## src/hdl/cdr_pkg.sv

```systemverilog
// shared constants and types for the circular deque with rotate
package cdr_pkg;

  localparam int unsigned DEPTH  = 1024;
  localparam int unsigned DATA_W = 32;
  localparam int unsigned STEP_W = 32;
  localparam int unsigned CNT_W  = $clog2(DEPTH + 1);
  localparam int unsigned IDX_W  = $clog2(DEPTH);
  localparam int unsigned BIT_W  = $clog2(STEP_W);

  typedef enum logic [1:0] {
    KIND_PUSH = 2'd0,
    KIND_POP  = 2'd1,
    KIND_ROT  = 2'd2,
    KIND_NOP  = 2'd3
  } kind_e;

  typedef enum logic [1:0] {
    STAT_OK    = 2'd0,
    STAT_EMPTY = 2'd1,
    STAT_FULL  = 2'd2
  } status_e;

  typedef enum logic [3:0] {
    S_IDLE = 4'b0001,
    S_MOD  = 4'b0010,
    S_ROT  = 4'b0100,
    S_DONE = 4'b1000
  } state_e;

  typedef struct packed {
    logic push;
    logic shift;
    logic rot;
  } cdr_cell_cmd_t;

endpackage

```

## src/hdl/cdr_mod.sv

```systemverilog
// bit-serial remainder unit for the rotate step
module cdr_mod
  import cdr_pkg::*;
(
  input  logic              clk_i,
  input  logic              rst_ni,
  input  logic              start_i,
  input  logic [STEP_W-1:0] dividend_i,
  input  logic [CNT_W-1:0]  divisor_i,
  output logic              done_o,
  output logic [CNT_W-1:0]  rem_o
);

  logic              busy_q, busy_d;
  logic              done_q, done_d;
  logic [BIT_W-1:0]  bit_q, bit_d;
  logic [STEP_W-1:0] dvd_q, dvd_d;
  logic [CNT_W-1:0]  dsr_q, dsr_d;
  logic [CNT_W-1:0]  rem_q, rem_d;
  logic [CNT_W:0]    trial;

  always_comb begin
    busy_d = busy_q;
    done_d = 1'b0;
    bit_d  = bit_q;
    dvd_d  = dvd_q;
    dsr_d  = dsr_q;
    rem_d  = rem_q;
    trial  = {rem_q, dvd_q[STEP_W-1]};
    if (start_i) begin
      busy_d = 1'b1;
      bit_d  = '0;
      dvd_d  = dividend_i;
      dsr_d  = divisor_i;
      rem_d  = '0;
    end else if (busy_q) begin
      // one dividend bit per cycle, msb first
      if (trial >= {1'b0, dsr_q}) begin
        trial = trial - {1'b0, dsr_q};
      end
      rem_d = trial[CNT_W-1:0];
      dvd_d = {dvd_q[STEP_W-2:0], 1'b0};
      bit_d = bit_q + BIT_W'(1);
      if (bit_q == BIT_W'(STEP_W - 1)) begin
        busy_d = 1'b0;
        done_d = 1'b1;
      end
    end
  end

  always_ff @(posedge clk_i or negedge rst_ni) begin
    if (!rst_ni) begin
      busy_q <= 1'b0;
      done_q <= 1'b0;
      bit_q  <= '0;
    end else begin
      busy_q <= busy_d;
      done_q <= done_d;
      bit_q  <= bit_d;
    end
  end

  always_ff @(posedge clk_i) begin
    dvd_q <= dvd_d;
    dsr_q <= dsr_d;
    rem_q <= rem_d;
  end

  assign done_o = done_q;
  assign rem_o  = rem_q;

endmodule

```

## config.mk

```make
export PLATFORM = sky130hd
export DESIGN_NAME = cdr_mod
export DESIGN_NICKNAME = d
export VERILOG_FILES = /design/src/hdl/cdr_pkg.sv /design/src/hdl/cdr_mod.sv
export SDC_FILE = /design/constraint.sdc
export NUM_CORES = 1
export LEC_CHECK = 0
export ABC_CLOCK_PERIOD_IN_PS = 3000
export BUFFER_PORTS_ARGS = -buffer_cell sky130_fd_sc_hd__buf_4
export CORE_ASPECT_RATIO = 2
export CORE_UTILIZATION = 45
export CTS_BUF_LIST = sky130_fd_sc_hd__clkbuf_4 sky130_fd_sc_hd__clkbuf_8 sky130_fd_sc_hd__clkbuf_16
export CTS_CLUSTER_SIZE = 12
export DETAILED_ROUTE_END_ITERATION = 8
export HOLD_SLACK_MARGIN = 0.08
export PLACE_DENSITY = 0.69
export SLEW_MARGIN = 10
export SYNTH_ARGS = -nofsm -noshare
export SYNTH_HDL_FRONTEND = slang
export SYNTH_SLANG_ARGS = --single-unit
```

## constraint.sdc

```tcl
create_clock -name clk_i -period 3 [get_ports clk_i]
set_input_delay 0.6 -clock clk_i [delete_from_list [all_inputs] [get_ports clk_i]]
set_output_delay 0.6 -clock clk_i [all_outputs]
set_load 0.1 [all_outputs]
```

### Word-level counts from Yosys, hierarchy flattened

Cells that the tools add are included.

| word-level totals | value |
|---|---|
| register bits after elaboration | 61 |
| input port bits | 46 |
| output and inout bits | 12 |
| logic and storage cells | 22 |

| cells by class | value |
|---|---|
| $add $sub $neg | 2 |
| order comparisons | 1 |
| eq/ne operators | 1 |
| multiplexer cells | 11 |
| reduce and logical (&&, ||, !) cells | 1 |

Operators with widths:

| cell | count |
|---|---|
| 2-to-1 mux 32 bit | 2 |
| greater-or-equal comparator 12 x 11 -> 1 bit | 1 |
| 2-to-1 mux 11 bit | 1 |
| subtractor 11 bit | 1 |
| 2-to-1 mux 5 bit | 2 |
| 2-to-1 mux 1 bit | 6 |
| adder 5 x 1 -> 5 bit (second input constant) | 1 |
| == test 5 bit (second input constant) | 1 |
| nonzero test 2 bit | 1 |

### Logic depth before layout (Yosys ltp)

| depth | value |
|---|---|
| word-level depth | 4 |
| gate-level depth with buffers | 10 |
| mapped depth without buffers | 9 |

### Worst setup path after synthesis

No wires, ideal clock.

| path | value |
|---|---|
| path type | reg2reg |
| from | register rem_q[0], in the netlist rem_o[0] |
| to | register rem_q[6], in the netlist rem_o[6] |
| library setup time | 80 ps |
| data arrival time | 3097 ps |
| required time | 2920 ps |
| setup slack | -177 ps |
| cell stages (with the launch flop) | 10 |
| buffers on the path | 1 |
| clock period less this slack | 3177 ps |
| cell sequence | dfxtp_1 inv_1 fa_1 nand2b_2 o2bb2ai_2 a211o_1 and2_4 buf_6 or3b_1 a211oi_2 |

| between the ends | value |
|---|---|
| longest elaborated chain between the ends | 2 |
| elaborated cells between the ends (all ways) | 3 |
| those cells by class | add/sub: 1; order compare: 1; mux: 1 |

RTL lines:

| element | RTL line | RTL |
|---|---|---|
| start, declared | cdr_mod.sv:19 | `logic [CNT_W-1:0] rem_q, rem_d;` |
| start signal, assigned | cdr_mod.sv:66 | `rem_q <= rem_d;` |
| subtractor 11 bit or greater-or-equal comparator 12 x 11 -> 1 bit (tied branches) | cdr_mod.sv:39, cdr_mod.sv:38 |  |
| 2-to-1 mux 11 bit * | cdr_mod.sv:38 | `if (trial >= {1'b0, dsr_q}) begin` |

Every way passes the cells marked *; elsewhere a longest branch is shown, timed or not.
A chain may end at the register's enable or synchronous reset.

### Worst setup path in the final report

| path | value |
|---|---|
| from | register dvd_q[31] |
| to | register rem_q[3], in the netlist rem_o[3] |

| between the ends | value |
|---|---|
| longest elaborated chain between the ends | 2 |
| elaborated cells between the ends (all ways) | 3 |
| those cells by class | add/sub: 1; order compare: 1; mux: 1 |

RTL lines:

| element | RTL line | RTL |
|---|---|---|
| start, declared | cdr_mod.sv:17 | `logic [STEP_W-1:0] dvd_q, dvd_d;` |
| start signal, assigned | cdr_mod.sv:64 | `dvd_q <= dvd_d;` |
| subtractor 11 bit or greater-or-equal comparator 12 x 11 -> 1 bit (tied branches) | cdr_mod.sv:39, cdr_mod.sv:38 |  |
| 2-to-1 mux 11 bit * | cdr_mod.sv:38 |  |

Marks and branches as above.

==> flow_summary.toml <==
[cells_and_area]
final_cell_area_um2 = 3830
area_growth_pct = 26.8
diodes = 0
final_nets = 369
layout-drive-gt1-share_pct = 36.6

[synthesis]
synth.top_cell.area_share_pct = 42.7
synthCells = 244
synth_warnings = 0
synthesis.nets = 304
syn_area_um2 = 3020
ys_seq_area_share_pct = 55.8
ys_ff_latch = 61
synth.most_common_cell = "edfxtp_1"
synth_fa_ha_area_share_pct = 6.04
synth.area.mux_share_pct = 13.3
synth-edff-count = 43
synth_compound_gate_area_share_pct = 11.1
synth_top_family_by_area = "multiplexers"
ys_types = 44
synthArstFlopShare_pct = 11.5
synth_xor_area_share_pct = 2.03
yosys.area.top_type = "edfxtp_1"
yosys.area_share.simple_pct = 8.49
synthTopCellsByCount = "edfxtp_1 (43), mux2_2 (33), nor2_1 (19), inv_1 (17), o21ai_0 (14)"
avgSynthCellArea_um2 = 12.4
netlist_top_cells_area = "edfxtp_1 (43%), mux2_2 (12%), dfxtp_1 (7.3%)"
synth_ff_type = "edfxtp_1"

[grt]
grt_max_degree = 33
grt.total_usage_pct = 20.6
overflow = 0
grt_pass1_wl_mm = 10.3
grt_pass1_vias = 2131
antenna_found_initial = 0

[detailed_routing]
wl_per_cell_um = 16.1
drc_errors = 0
drtIter0Drc = 74
viasPerCell = 5.30
routed_wl_mm = 6.45
ant_nets = 0
vias = 2118
dr.pass1.iters = 4

[timing]
final.setup.worst_slack_ns = 0.391
worst_pin_slew_ns = 0.402
slew_violations = 0
min_period_ns = 2.61
fin_setup_tns_ns = 0
finalSetupViolations = 0
fmax_mhz = 383
min_period_over_period_pct = 87.0
rsz0062_at_grt = "false"
hold_viol_final = 0
skew_ns = 0.00486
slew_headroom_pct = 73.1

[run_status]
status = "finished clean"

[clocking]
cts_buffers = 9
cts_setup_buffers = 0
clkLatencyLatePin_ns = 0.32
cts-root-buf = "clkbuf_16"
clockBufferDepth = 2
cts.sinks = 61
cts.clk_slew.worst_paths_ns = 0.05
cts_max_level = 3
cts_tree = "done"
postCtsResizedCells = 0

[power_and_ir_drop]
power_leakage_nw = 1.67
powerDensity_nw_per_um2 = 907
ir_worst_vdd_mv = 0.522

[critical_path]
crit_chain = "inv_1 > ha_1 > fa_1 > nand2b_2 > o2bb2ai_2 > a211o_1 > nand2_1 > mux2_2 > a22o_1"
crit_type = "flip-flop to flip-flop"
cp.required_ns = 3.21
cp-end-kind = "flip-flop"
max_stage_delay_ns = 0.40
startpoint = "dvd_q[31]"
crit_path_top_delay_cell = "fa_1"
critPathLaunchType = "flip-flop"
crit_buf_inv = 1
r2r_start = "dvd_q[31]"
cp_top_family = "compound AO/OA/AOI/OAI gates"
critical_path_arrival_ns = 2.82
cp_max_fo = 8

[die]
std_cell_rows = 41
dieArea_um2 = 7070
initial_core_util_pct = 47.1
die_y_um = 118
core-area_um2 = 6410
fp.dieW_um = 60.0
pin_count = 58

[place]
gp_congestion = 0.932
placed_cell_area_um2 = 3550
io_buffers = 57
post-place-ws_ns = 0.402
dp_hpwl_mm = 4.87

[worst_hold_path]
hp-start = "divisor_i[2]"
hold_class = "primary input to flip-flop"

[job]
drv_cap = 0
==> cell type report <==
class,count,area (um^2)
fillers,565,2580
flip-flops and latches,61,1690
multi-input cells,159,1240
repair buffers,61,460
clock buffers,13,262
well taps,86,108
inverters,17,63.8
clock inverters,3,13.8
==> layout by cell type, fill, tap and decap left out, types with 9 or more instances in the layout <==
master / count
edfxtp_1: 43
buf_4: 60
mux2_2: 33
nor2_1: 19
nand2_1: 12
a21oi_1: 13
ha_1: 13
dfxtp_1: 10
clkbuf_16: 9
o21ai_0: 14
inv_1: 17
==> layer usage <==
layer | wire [um] | track usage (%) | share of wire, %
met1 | 2260 | 20.7 | 35
met5 | 0 | 0 | 0
met3 | 277 | 6.04 | 4.3
met2 | 3600 | 34.8 | 56
met4 | 310 | 13.4 | 4.8
==> path summary, 6_finish.rpt <==
path | end | depth (start not counted) | slack [ns]
worst min register to register | rem_o[9] | 2 | 0.51
min in group asynchronous | bit_q[0] | 2 | 0.64
worst max register to register | rem_o[3] | 9 | 0.39
worst max-delay path | rem_o[3] | 9 | 0.39
worst min-delay path | dsr_q[2] | 1 | 0.45
max in group asynchronous | bit_q[2] | 2 | 2.24
==> cells by family after synthesis <==
logic type / Yosys count
buffers and inverters: 24
multiplexers: 36
AO/OA/AOI/OAI: 50
adder cells (fa/ha/maj): 14
AND/OR/NAND/NOR: 52
flip-flops: 61
XOR/XNOR: 7
==> per-stage QoR <==
step | hold slack, ns | util (%) | cells | power [mW]
finish | 0.451 | 59.8 | 400 | 3.48
global route | 0.438 | 59.8 | 400 | 3.64
CTS | 0.442 | 59.8 | 400 | 3.50
detailed placement | 0.418 | 55.3 | 383 | 2.56
global placement | 0.416 | 55.3 | 383 | 2.55
floorplan | 0.304 | - | 244 | 2.22
==> flip-flops by register name, indices dropped and copies added, names as in the netlist <==
register and cells:
bit_q 5, busy_q 1, done_o 1, dsr_q 11, dvd_q 32, rem_o 11
==> repair_timing <==
action / 4_1_cts / 5_1_grt
hold buffers: 1 / 0
endpoints found under the setup margin: 0 / 0
hold endpoints to repair: 7 / 0
==> power by group <==
group | switching (mW) | total [mW] | internal [mW]
registers | 0.113 | 1.15 | 1.03
logic | 0.918 | 1.39 | 0.476
clock network | 0.335 | 0.937 | 0.602
(Power assumes the default switching activity.)
