--- src/hdl/cdr_pkg.sv ---
// shared constants and types for the circular deque with rotate
package cdr_pkg;

  localparam int unsigned DEPTH  = 1024;
  localparam int unsigned DATA_W = 32;
  localparam int unsigned STEP_W = 32;
  localparam int unsigned CNT_W  = $clog2(DEPTH + 1);
  localparam int unsigned IDX_W  = $clog2(DEPTH);
  localparam int unsigned BIT_W  = $clog2(STEP_W);

  typedef enum logic [1:0] {
    KIND_PUSH = 2'd0,
    KIND_POP  = 2'd1,
    KIND_ROT  = 2'd2,
    KIND_NOP  = 2'd3
  } kind_e;

  typedef enum logic [1:0] {
    STAT_OK    = 2'd0,
    STAT_EMPTY = 2'd1,
    STAT_FULL  = 2'd2
  } status_e;

  typedef enum logic [3:0] {
    S_IDLE = 4'b0001,
    S_MOD  = 4'b0010,
    S_ROT  = 4'b0100,
    S_DONE = 4'b1000
  } state_e;

  typedef struct packed {
    logic push;
    logic shift;
    logic rot;
  } cdr_cell_cmd_t;

endpackage

--- src/hdl/cdr_cell.sv ---
// one storage cell of the deque chain
module cdr_cell
  import cdr_pkg::*;
(
  input  logic                     clk_i,
  input  cdr_cell_cmd_t            cmd_i,
  input  logic                     sel_i,
  input  logic signed [DATA_W-1:0] next_i,
  input  logic signed [DATA_W-1:0] front_i,
  input  logic signed [DATA_W-1:0] push_value_i,
  output logic signed [DATA_W-1:0] data_o
);

  logic signed [DATA_W-1:0] data_q, data_d;

  always_comb begin
    data_d = data_q;
    if (cmd_i.push && sel_i) begin
      data_d = push_value_i;
    end else if (cmd_i.shift) begin
      // the tail cell catches the front value on a rotate step
      data_d = (cmd_i.rot && sel_i) ? front_i : next_i;
    end
  end

  always_ff @(posedge clk_i) begin
    data_q <= data_d;
  end

  assign data_o = data_q;

endmodule

--- config.mk ---
export PLATFORM = sky130hd
export DESIGN_NAME = cdr_cell
export DESIGN_NICKNAME = d
export VERILOG_FILES = /design/src/hdl/cdr_pkg.sv /design/src/hdl/cdr_cell.sv
export SDC_FILE = /design/constraint.sdc
export NUM_CORES = 1
export LEC_CHECK = 0
export ABC_AREA = 1
export BUFFER_PORTS_ARGS = -buffer_cell sky130_fd_sc_hd__buf_2
export CAP_MARGIN = 0
export CELL_PAD_IN_SITES_DETAIL_PLACEMENT = 0
export CELL_PAD_IN_SITES_GLOBAL_PLACEMENT = 1
export CORE_ASPECT_RATIO = 2
export CORE_MARGIN = 2
export CORE_UTILIZATION = 30
export CTS_CLUSTER_DIAMETER = 60
export DETAILED_ROUTE_END_ITERATION = 10
export PLACE_DENSITY_LB_ADDON = 0.1
export SETUP_SLACK_MARGIN = 0.05
export SYNTH_ARGS = -nofsm -noshare
export SYNTH_HDL_FRONTEND = slang
export SYNTH_SLANG_ARGS = --single-unit
--- constraint.sdc ---
create_clock -name clk_i -period 2.4 [get_ports clk_i]
set_clock_uncertainty 0.05 [all_clocks]
set_input_delay 0.12 -clock clk_i [delete_from_list [all_inputs] [get_ports clk_i]]
set_output_delay 0.12 -clock clk_i [all_outputs]
set_load 0.01 [all_outputs]
# [After elaboration in Yosys (flattened, before gate mapping)]
# Cells that the tools add are included.
[op_classes] muxes=3 reduce_logical=3
[op_table] op="32-bit 2-to-1 mux" count=3
[op_table] op="1-bit logical AND" count=2
[op_table] op="2-bit nonzero test" count=1
[word_totals] regBits=32

# [Longest topological paths before layout]
# Gate-level depths: netlist of the first run.
[logic_depth] depth_word=4 depth_mapped=6 ltp_nobuf=4

# [Least setup slack after synthesis of the first run]
# No wires, ideal clock.
[synth_path] path_kind="input -> register" start="input sel_i" end="register data_q[0] (netlist: data_o[0]), enable pin" setup_ns=0.375 t_arrival_ns=0.858 required_time_ns=1.975 path_slack_ns=1.117 path_stages=4 n_path_buf=1 path_cell_list="buf_4 -> nand2_4 -> inv_4 -> or2_2"
[synth_via] elab_chain_cells=2
[synth_rtl] element="start: declaration" line="cdr_cell.sv:7" text="input logic sel_i,"
[synth_rtl] element="1-bit logical AND" line="cdr_cell.sv:18" text="if (cmd_i.push && sel_i) begin"
[synth_rtl] element="2-bit nonzero test (no line)"
[synth_rtl] element="end signal: assignment" line="cdr_cell.sv:27" text="data_q <= data_d;"
[synth_rtl] element="end: declaration" line="cdr_cell.sv:14" text="logic signed [DATA_W-1:0] data_q, data_d;"
# No other way between the ends.
# A chain may end at the register's enable or synchronous reset.

# [Worst setup path in the final report of the first run]
[layout_path] start="input sel_i" end="register data_q[8] (netlist: data_o[8]), data pin"
[layout_via] elab_chain_cells=4 word_cells_on_any_way=5 classes_between="3 x mux; 2 x reduce/logical"
[layout_rtl] element="1-bit logical AND" line="cdr_cell.sv:22" text="data_d = (cmd_i.rot && sel_i) ? front_i : next_i;"
[layout_rtl] element="32-bit 2-to-1 mux" line="cdr_cell.sv:22"
[layout_rtl] element="32-bit 2-to-1 mux" line="cdr_cell.sv:20" text="end else if (cmd_i.shift) begin"
[layout_rtl] element="32-bit 2-to-1 mux (*)" line="cdr_cell.sv:18"
[layout_rtl] element="via data_d[8]" line="cdr_cell.sv:14"
# Mark *: on every way through the listed nets, which the timed path passes. The rest lies on a longest branch. The select of a mux whose other input is x is not followed.

==> results.txt, run 1 <==
hold depth: 3
max reg flops: 32
largest net degree at the start of global routing: 34
WL met1: 2293 um
DRC errors left: 0
Port-buffer cells: 132
period utilization: 46.87%
worst setup margin: 1.275 ns
pre-CTS setup slack: 0.9553 ns
DIE WIDTH: 62.29 um
share of cells above drive strength 1: 35.89%
number of global-route vias before repair: 2183
pins over their slew limit: 0
Hold Path End: data_o[28]
synthesis-stage register bit count: 32
Int Power: 0.001241 W
# diodes: 0
TritonCTS clock tree: done
switching part of the total power: 26.11%
area grow syn2layout: 40.02%
CTS buffer count: 5
CP Data Arrival Time: 1.21 ns
Peak supply drop: 0.2985 mV
Detail Route Antenna Nets: 0
total grt overflow: 0
Syn Inst Count: 277
1st-iter DRT viols: 129
wirelength, routed: 6238 um
Initial Utilization: 30.78%
Worst-path clk slew: 0.05 ns
vias per inst: 4.333
wire per inst: 12.68 um
Yosys warnings: 0
CTS-repair resized insts: 0
post-layout min period: 1.125 ns
Pwr Density: 588.6 mW/mm2
Logic pwr share: 21.4%
Tot Pwr: 0.001680 W
Worst setup SP type: input port
Area contributors post-synth: edfxtp_1 (47%), nand2_1 (18%), nand3_1 (16%)
row count: 42
GR Util All Layers: 16.59%
Longest Clk Path Bufs: 2
fmax: 0.8889 GHz
outcome: finished, final reports clean
number of clock sinks: 32
setup violators final: 0
area leader, netlist: edfxtp_1
first-pass GRT wire length: 9749 um
antenna violations before repair: 0
Hold WC Path Type: in2reg
die height: 120.6 um
cell area after synthesis: 0.002038 mm2
Clock power frac: 35.7%
syn_nets: 378
metal3 WL: 355 um
critical path class: in2reg
worst hold start: push_value_i[28]
via count: 2132
met2 wire len: 3529 um
Reg power frac: 42.9%
Final Util: 43.10%
maximum fanout along the worst path: 33
clk root buf: clkbuf_16
Detailed Routing Iterations Pass 1: 4
Slew @ Worst Pin: 0.7965 ns
part of the Yosys area used for sequential elements: 47.15%
cts hold-fix bufs: 0
highest metal used: met4
RSZ-0062 raised after global routing: false
Setup crit end kind: register
Worst EP required: 2.49 ns
leakage power: 1.691 nW
I/O Pins: 133
share of the synthesized area in the top cell type: 47.15%
max cap viols: 0
relative slew slack: 46.90%
Final Hold Fails: 0
Min Hold Slack: 0.07234 ns
Final Wtd Congestion: 0.7582
core box area: 0.006621 mm2
Layout fillers: 777
Final HPWL DP: 4505 um
Setup Buffers After CTS: 0
Layout Nets: 504
Sw Pwr: 0.0004387 W
DIE AREA: 0.007509 mm2
CTS H-Tree Depth: 2
Syn Area/Cell: 7.358 um2
setup tns final: 0 ns
Netlist cell types: 10
==> through the flow <==
step / std cells / instance area, um2
global placement: 484 / 2718
global route: 492 / 2854
CTS: 492 / 2854
detailed placement: 484 / 2718
finish: 492 / 2854
floorplan: 277 / 2038
==> per-layer routing <==
metal  vias up  track usage (%)
met5         -                0
met1       945            18.01
met2        83            32.34
met3         4            2.698
li1       1100                -
met4         0            5.000
==> synthesized netlist by cell type, drive strengths merged <==
library cell / number
buf: 17
edfxtp: 32
or2: 1
nand3: 64
nand2: 98
inv: 65
==> cell type report <==
| cell class | count | area, um2 | area share [%] |
|---|---|---|---|
| sequential | 32 | 960.9 | 33.67 |
| multi-input combinational | 163 | 709.4 | 24.86 |
| timing repair buffer | 136 | 690.7 | 24.20 |
| tap | 88 | 110.1 | 3.858 |
| inverter | 65 | 246.5 | 8.637 |
| clock inverter | 1 | 3.754 | 0.1315 |
| clock buffer | 7 | 132.6 | 4.647 |
==> logic make-up after synthesis <==
family / Yosys count / synth area share (%)
flip-flops: 32 / 47.15
AND/OR/NAND/NOR: 163 / 34.81
buffers and inverters: 82 / 18.05
==> cells in the final DEF (no fill, tap or decap) <==
cell / n
buf_2: 132
edfxtp_1: 32
nand3_1: 64
nand2_4: 2
inv_1: 64
buf_4: 4
clkbuf_16: 5
nand2_1: 96
clkbuf_1: 2
or2_2: 1
clkinv_1: 1
inv_4: 1
==> power by group through the flow <==
stage / clock (W) / sequential (W) / combinational, W
global placement: 0 / 0.000733 / 0.000367
detailed placement: 0 / 0.000735 / 0.000366
CTS: 0.000613 / 0.000723 / 0.000368
global route: 0.000634 / 0.000728 / 0.000403
finish: 0.000599 / 0.000721 / 0.000359
floorplan: 0 / 0.000773 / 0.000151
==> worst max-delay path, stage by stage <==
cell	delay (ns)
buf_2	0.11
buf_4	0.36
nand2_4	0.31
nand2_1	0.14
nand3_1	0.08
nand2_1	0.08
==> worst max-delay path by stage <==
stage | startpoint | cells past startpoint | to
2_1_floorplan | sel_i | 4 | data_o[0]
3_3_place_gp | sel_i | 6 | data_o[29]
3_5_place_dp | sel_i | 4 | data_o[2]
4_1_cts | sel_i | 4 | data_o[16]
5_1_grt | sel_i | 6 | data_o[14]
6_report | sel_i | 6 | data_o[8]
Note: power is estimated with default switching activity, not from simulation.
==> inputs of run 2 (changes only) <==
Settings changed: CORE_UTILIZATION 30 to 28.
Clock period 2.4 ns to 1.1 ns, I/O delays scaled along.
==> run 2 against run 1 <==
Global-route usage down 1.3 points. Final cell count up 2.2%. First-iteration DRC count down 32%. Clock power rose to 2.5 times the previous value. Via count about the same. Power up 130%. Routed wire length down 4.9%. Combinational power up 130%. Flip-flop and latch count unchanged. Design area up 3.9%. Critical path depth down 5. Non-clock buffer count up 7. Critical path type is now reg2out. Critical endpoint is now data_o[22]. Largest cell class unchanged. Highest routed layer unchanged.
==> results.txt, run 2 (synthesized netlist as in run 1, its figures left out) <==
leakage power: 1.748 nW (was 1.691 nW)
setup violators final: 0 (unchanged)
Worst EP required: 1.00 ns (was 2.49 ns)
cts hold-fix bufs: 0 (unchanged)
max reg flops: 32 (unchanged)
maximum fanout along the worst path: 1 (was 33)
wire per inst: 11.79 um (was 12.68 um)
post-layout min period: 0.9085 ns
CP Buf/Inv Count: 1 (was 2)
RSZ-0062 raised after global routing: false (unchanged)
Port-buffer cells: 132 (unchanged)
share of cells above drive strength 1: 37.23% (was 35.89%)
outcome: finished, final reports clean (unchanged)
Longest Clk Path Bufs: 2 (unchanged)
Min Hold Slack: 0.005018 ns (was 0.07234 ns)
Layout Nets: 511 (was 504)
# diodes: 0 (unchanged)
Final Wtd Congestion: 0.7546 (was 0.7582)
Initial Utilization: 28.48% (was 30.78%)
critical path class: reg2out (was in2reg)
Top delay family on crit path: flip-flops (was simple AND/OR/NAND/NOR gates)
clk root buf: clkbuf_16 (unchanged)
DIE AREA: 0.008019 mm2 (was 0.007509 mm2)
first-pass GRT wire length: 9701 um (was 9749 um)
Hold WC Path Type: in2reg (unchanged)
CTS H-Tree Depth: 2 (unchanged)
Detailed Routing Iterations Pass 1: 6 (was 4)
Finished Layout Cells: 503 (was 492)
GR Util All Layers: 15.34% (was 16.59%)
Setup Buffers After CTS: 0 (unchanged)
dpl cell area: 0.002803 mm2 (was 0.002718 mm2)
Hold Path End: data_o[27] (was data_o[28])
antenna violations before repair: 0 (unchanged)
period utilization: 82.59%
TritonCTS clock tree: done (unchanged)
number of clock sinks: 32 (unchanged)
I/O Pins: 133 (unchanged)
Worst setup SP type: register (was input port)
Detail Route Antenna Nets: 0 (unchanged)
core box area: 0.007157 mm2 (was 0.006621 mm2)
Slew @ Worst Pin: 0.4499 ns (was 0.7965 ns)
pins over their slew limit: 0 (unchanged)
row count: 44 (was 42)
largest net degree at the start of global routing: 33 (was 34)
Worst-path clk slew: 0.05 ns (about the same)
max cap viols: 0 (unchanged)
hold depth: 3 (unchanged)
total grt overflow: 0 (unchanged)
Final Util: 41.43% (was 43.10%)
fmax: 1.101 GHz
critical path, cell by cell: buf_2 (was buf_2 > buf_4 > nand2_4 > nand2_1 > nand3_1 > nand2_1)
DRC errors left: 0 (unchanged)
CTS buffer count: 5 (unchanged)
Setup crit end kind: output pin (was register)
most common cell after layout, fill and taps aside: buf_2 (unchanged)
Tot Pwr: 0.003898 W (was 0.001680 W)
Final HPWL DP: 4410 um (was 4505 um)
vias per inst: 4.243 (was 4.333)
dpl cells: 495 (was 484)
1st-iter DRT viols: 88 (was 129)
CTS-repair resized insts: 0 (unchanged)
Peak supply drop: 0.8273 mV (was 0.2985 mV)
CP Data Arrival Time: 0.80 ns (was 1.21 ns)
slowest stage cell, crit path: edfxtp_1 (was buf_4)
DIE WIDTH: 64.33 um (was 62.29 um)
area grow syn2layout: 45.49% (was 40.02%)
Final Hold Fails: 0 (unchanged)
wirelength, routed: 5931 um (was 6238 um)
number of global-route vias before repair: 2157 (was 2183)
via count: 2134 (was 2132)
slowest stage delay, CP: 0.38 ns (was 0.36 ns)
die height: 124.7 um (was 120.6 um)
design area: 0.002965 mm2 (was 0.002854 mm2)
Pwr Density: 1314 mW/mm2 (was 588.6 mW/mm2)
relative slew slack: 70.01% (was 46.90%)
worst hold start: push_value_i[27] (was push_value_i[28])
most frequent cells in the layout: buf_2 (132), nand2_1 (96), inv_1 (64), nand3_1 (64), edfxtp_1 (32) (unchanged)
run 2: report_power, final:
part,leakage [nW],internal (W),switching (W)
combinational,1.35,0.000369,0.000442
clock,0.0789,0.00105,0.000461
sequential,0.320,0.00153,0.0000403
total,1.75,0.00295,0.000943
run 2: area by class of cell:
type                            instances  area (um2)
Clock buffer                            5       125.1
Timing Repair Buffer                  143       768.2
Fill cell                             834        4192
Tap cell                               92       115.1
Multi-Input combinational cell        163       711.9
Inverter                               65       246.5
Sequential cell                        32       960.9
Clock inverter                          3       37.54
run 2: through the flow:
stage / setup WS, ns / setup TNS [ns]
after CTS: 0.1771 / 0
after global placement: -0.03012 / -1.171
after detailed placement: -0.03671 / -1.305
final: 0.1915 / 0
after global routing: 0.1674 / 0
after floorplan: 0.05888 / 0
run 2: worst max path at each step:
stage | startpoint | to | slack (ns) | cells past startpoint
CTS | data_o[22] | data_o[22] | 0.18 | 1
global placement | sel_i | data_o[23] | -0.03 | 7
floorplan | sel_i | data_o[0] | 0.06 | 4
global route | data_o[22] | data_o[22] | 0.17 | 1
detailed placement | sel_i | data_o[1] | -0.04 | 7
finish | data_o[22] | data_o[22] | 0.19 | 1
run 2: routing by layer:
metal  vias up  share of wire, %  GRT usage [%]
met4         0              0.98          5.257
met2        79                50          27.82
li1       1112                 -              -
met5         -                 0              0
met1       939                42          17.41
met3         4               7.1          2.981
==> inputs of run 3 (changes only) <==
Clock period 1.1 ns to 0.86 ns, I/O delays scaled along.
==> run 3 against run 2 <==
The flow now finishes with violations (hold timing, setup timing). Sequential share of layout area fell by 2.3 points. Critical path depth did not move. Largest power group unchanged. Sequential power rose by 28%. Power rose by 33%. Routed wire length rose by 7.4%. Combinational power rose by 44%. Clock-buffer cell count rose by 1. Worst setup slack got worse by 0.24 ns. Flip-flop and latch count did not move.
==> results.txt, run 3 (synthesized netlist as in run 1, its figures left out) <==
Setup crit end kind: output pin (unchanged)
Min Hold Slack: -0.009144 ns (was 0.005018 ns)
RSZ-0062 raised after global routing: true (was false)
vias per inst: 4.313 (was 4.243)
antenna violations before repair: 0 (unchanged)
critical path class: reg2out (unchanged)
Logic pwr share: 22.6% (was 20.8%)
Peak supply drop: 0.8487 mV (was 0.8273 mV)
Pwr Density: 1624 mW/mm2 (was 1314 mW/mm2)
Initial Utilization: 28.48% (unchanged)
CTS buffer count: 5 (unchanged)
CP Buf/Inv Count: 1 (unchanged)
failing checks: hold timing, setup timing
via count: 2204 (was 2134)
DIE WIDTH: 64.33 um (unchanged)
Final Wtd Congestion: 0.6968 (was 0.7546)
I/O Pins: 133 (unchanged)
switching part of the total power: 24.83% (was 24.20%)
period utilization: 105.8%
CP Data Arrival Time: 0.82 ns (was 0.80 ns)
Reg power frac: 38.9% (was 40.4%)
Final HPWL DP: 4472 um (was 4410 um)
Layout Nets: 519 (was 511)
worst hold start: push_value_i[29] (was push_value_i[27])
GR Util All Layers: 15.78% (was 15.34%)
leakage power: 1.835 nW (was 1.748 nW)
max reg flops: 32 (unchanged)
core box area: 0.007157 mm2 (unchanged)
maximum fanout along the worst path: 1 (unchanged)
Worst-path clk slew: 0.05 ns (about the same)
CTS H-Tree Depth: 2 (unchanged)
cts hold-fix bufs: 2 (was 0)
Port-buffer cells: 132 (unchanged)
hold depth: 3 (unchanged)
Hold WC Path Type: in2reg (unchanged)
wire per inst: 12.46 um (was 11.79 um)
post-layout min period: 0.9096 ns
first-pass GRT wire length: 9853 um (was 9701 um)
total grt overflow: 0 (unchanged)
area grow syn2layout: 56.42% (was 45.49%)
slowest stage cell, crit path: edfxtp_1 (unchanged)
relative slew slack: 75.86% (was 70.01%)
Detail Route Antenna Nets: 0 (unchanged)
Sw Pwr: 0.001285 W (was 0.0009431 W)
critical path, cell by cell: buf_2 (unchanged)
slowest stage delay, CP: 0.39 ns (was 0.38 ns)
setup violators final: 23 (was 0)
# diodes: 0 (unchanged)
Int Power: 0.003892 W (was 0.002954 W)
clk root buf: clkbuf_16 (unchanged)
max cap viols: 0 (unchanged)
Final Util: 44.55% (was 41.43%)
Top delay family on crit path: flip-flops (unchanged)
worst setup margin: -0.04958 ns (was 0.1915 ns)
Final Hold Fails: 11 (was 0)
row count: 44 (unchanged)
CP startpoint: data_o[26] (was data_o[22])
Clock power frac: 38.5% (was 38.8%)
DIE AREA: 0.008019 mm2 (unchanged)
Worst setup SP type: register (unchanged)
Slew @ Worst Pin: 0.3621 ns (was 0.4499 ns)
outcome: complete, but fails checks (was finished, final reports clean)
1st-iter DRT viols: 94 (was 88)
number of clock sinks: 32 (unchanged)
most common cell after layout, fill and taps aside: buf_2 (unchanged)
pins over their slew limit: 0 (unchanged)
fmax: 1.099 GHz
wirelength, routed: 6369 um (was 5931 um)
most frequent cells in the layout: buf_2 (127), nand2_1 (96), inv_1 (64), nand3_1 (62), edfxtp_1 (32) (was buf_2 (132), nand2_1 (96), inv_1 (64), nand3_1 (64), edfxtp_1 (32))
largest net degree at the start of global routing: 33 (unchanged)
Worst EP required: 0.77 ns (was 1.00 ns)
share of cells above drive strength 1: 38.66% (was 37.23%)
Detailed Routing Iterations Pass 1: 4 (was 6)
Longest Clk Path Bufs: 2 (unchanged)
DRC errors left: 0 (unchanged)
number of global-route vias before repair: 2209 (was 2157)
Hold Path End: data_o[29] (was data_o[27])
TritonCTS clock tree: done (unchanged)
die height: 124.7 um (unchanged)
run 3: changes by cell type in the layout (fill, tap and decap cells not counted), sizes merged:
cell | previous run | this run
clkbuf | 5 | 8
clkinv | 2 | 1
dlygate4sd3 | 0 | 2
buf | 143 | 146
or2 | 1 | 2
run 3: layer usage:
metal  vias to the layer above  GRT usage, %  wire, um
met1                       987         16.35      2375
met3                         5         3.433       461
met2                        79         30.15      3451
met4                         0         5.131        81
li1                       1133             -         -
met5                         -             0         0
run 3: timing repair:
action                                 4_1_cts  5_1_grt
pin swaps                                    1        3
gates cloned                                 2        2
setup endpoints to repair                   96       46
setup buffers                                5        0
resized for setup                            9        9
endpoints found under the hold margin       14        1
run 3: worst max path at each step:
stage | endpoint | slack, ns | depth (start not counted)
floorplan | data_o[0] | -0.11 | 4
global placement | data_o[27] | -0.30 | 6
detailed placement | data_o[27] | -0.33 | 6
CTS | data_o[26] | -0.07 | 1
global route | data_o[16] | -0.08 | 1
finish | data_o[26] | -0.05 | 1
run 3: metrics by stage:
stage          setup WS [ns]  cells  total power, W  setup TNS [ns]  cell area, um2
6_report            -0.04958    511        0.005177         -0.3914            3188
5_1_grt             -0.08348    511        0.005432          -1.224            3188
4_1_cts             -0.07196    511        0.005182         -0.6208            3105
3_5_place_dp         -0.3324    494        0.003112          -18.49            2804
3_3_place_gp         -0.3041    494        0.003100          -17.45            2804
2_1_floorplan        -0.1107    277        0.002597          -3.543            2073
run 3: area by class of cell:
class | count | area (um2)
clock inverters | 2 | 35.03
clock buffers | 6 | 128.9
fillers | 771 | 3969
flip-flops and latches | 32 | 960.9
inverters | 65 | 246.5
multi-input cells | 164 | 748.2
repair buffers | 150 | 953.4
well taps | 92 | 115.1
run 3: power groups by stage:
| stage | Clock (W) | Sequential, W | Combinational [W] |
|---|---|---|---|
| after global routing | 0.00209 | 0.00203 | 0.00131 |
| after detailed placement | 0 | 0.00205 | 0.00107 |
| after floorplan | 0 | 0.00216 | 0.000441 |
| final | 0.00199 | 0.00202 | 0.00117 |
| after CTS | 0.00202 | 0.00202 | 0.00114 |
| after global placement | 0 | 0.00205 | 0.00105 |
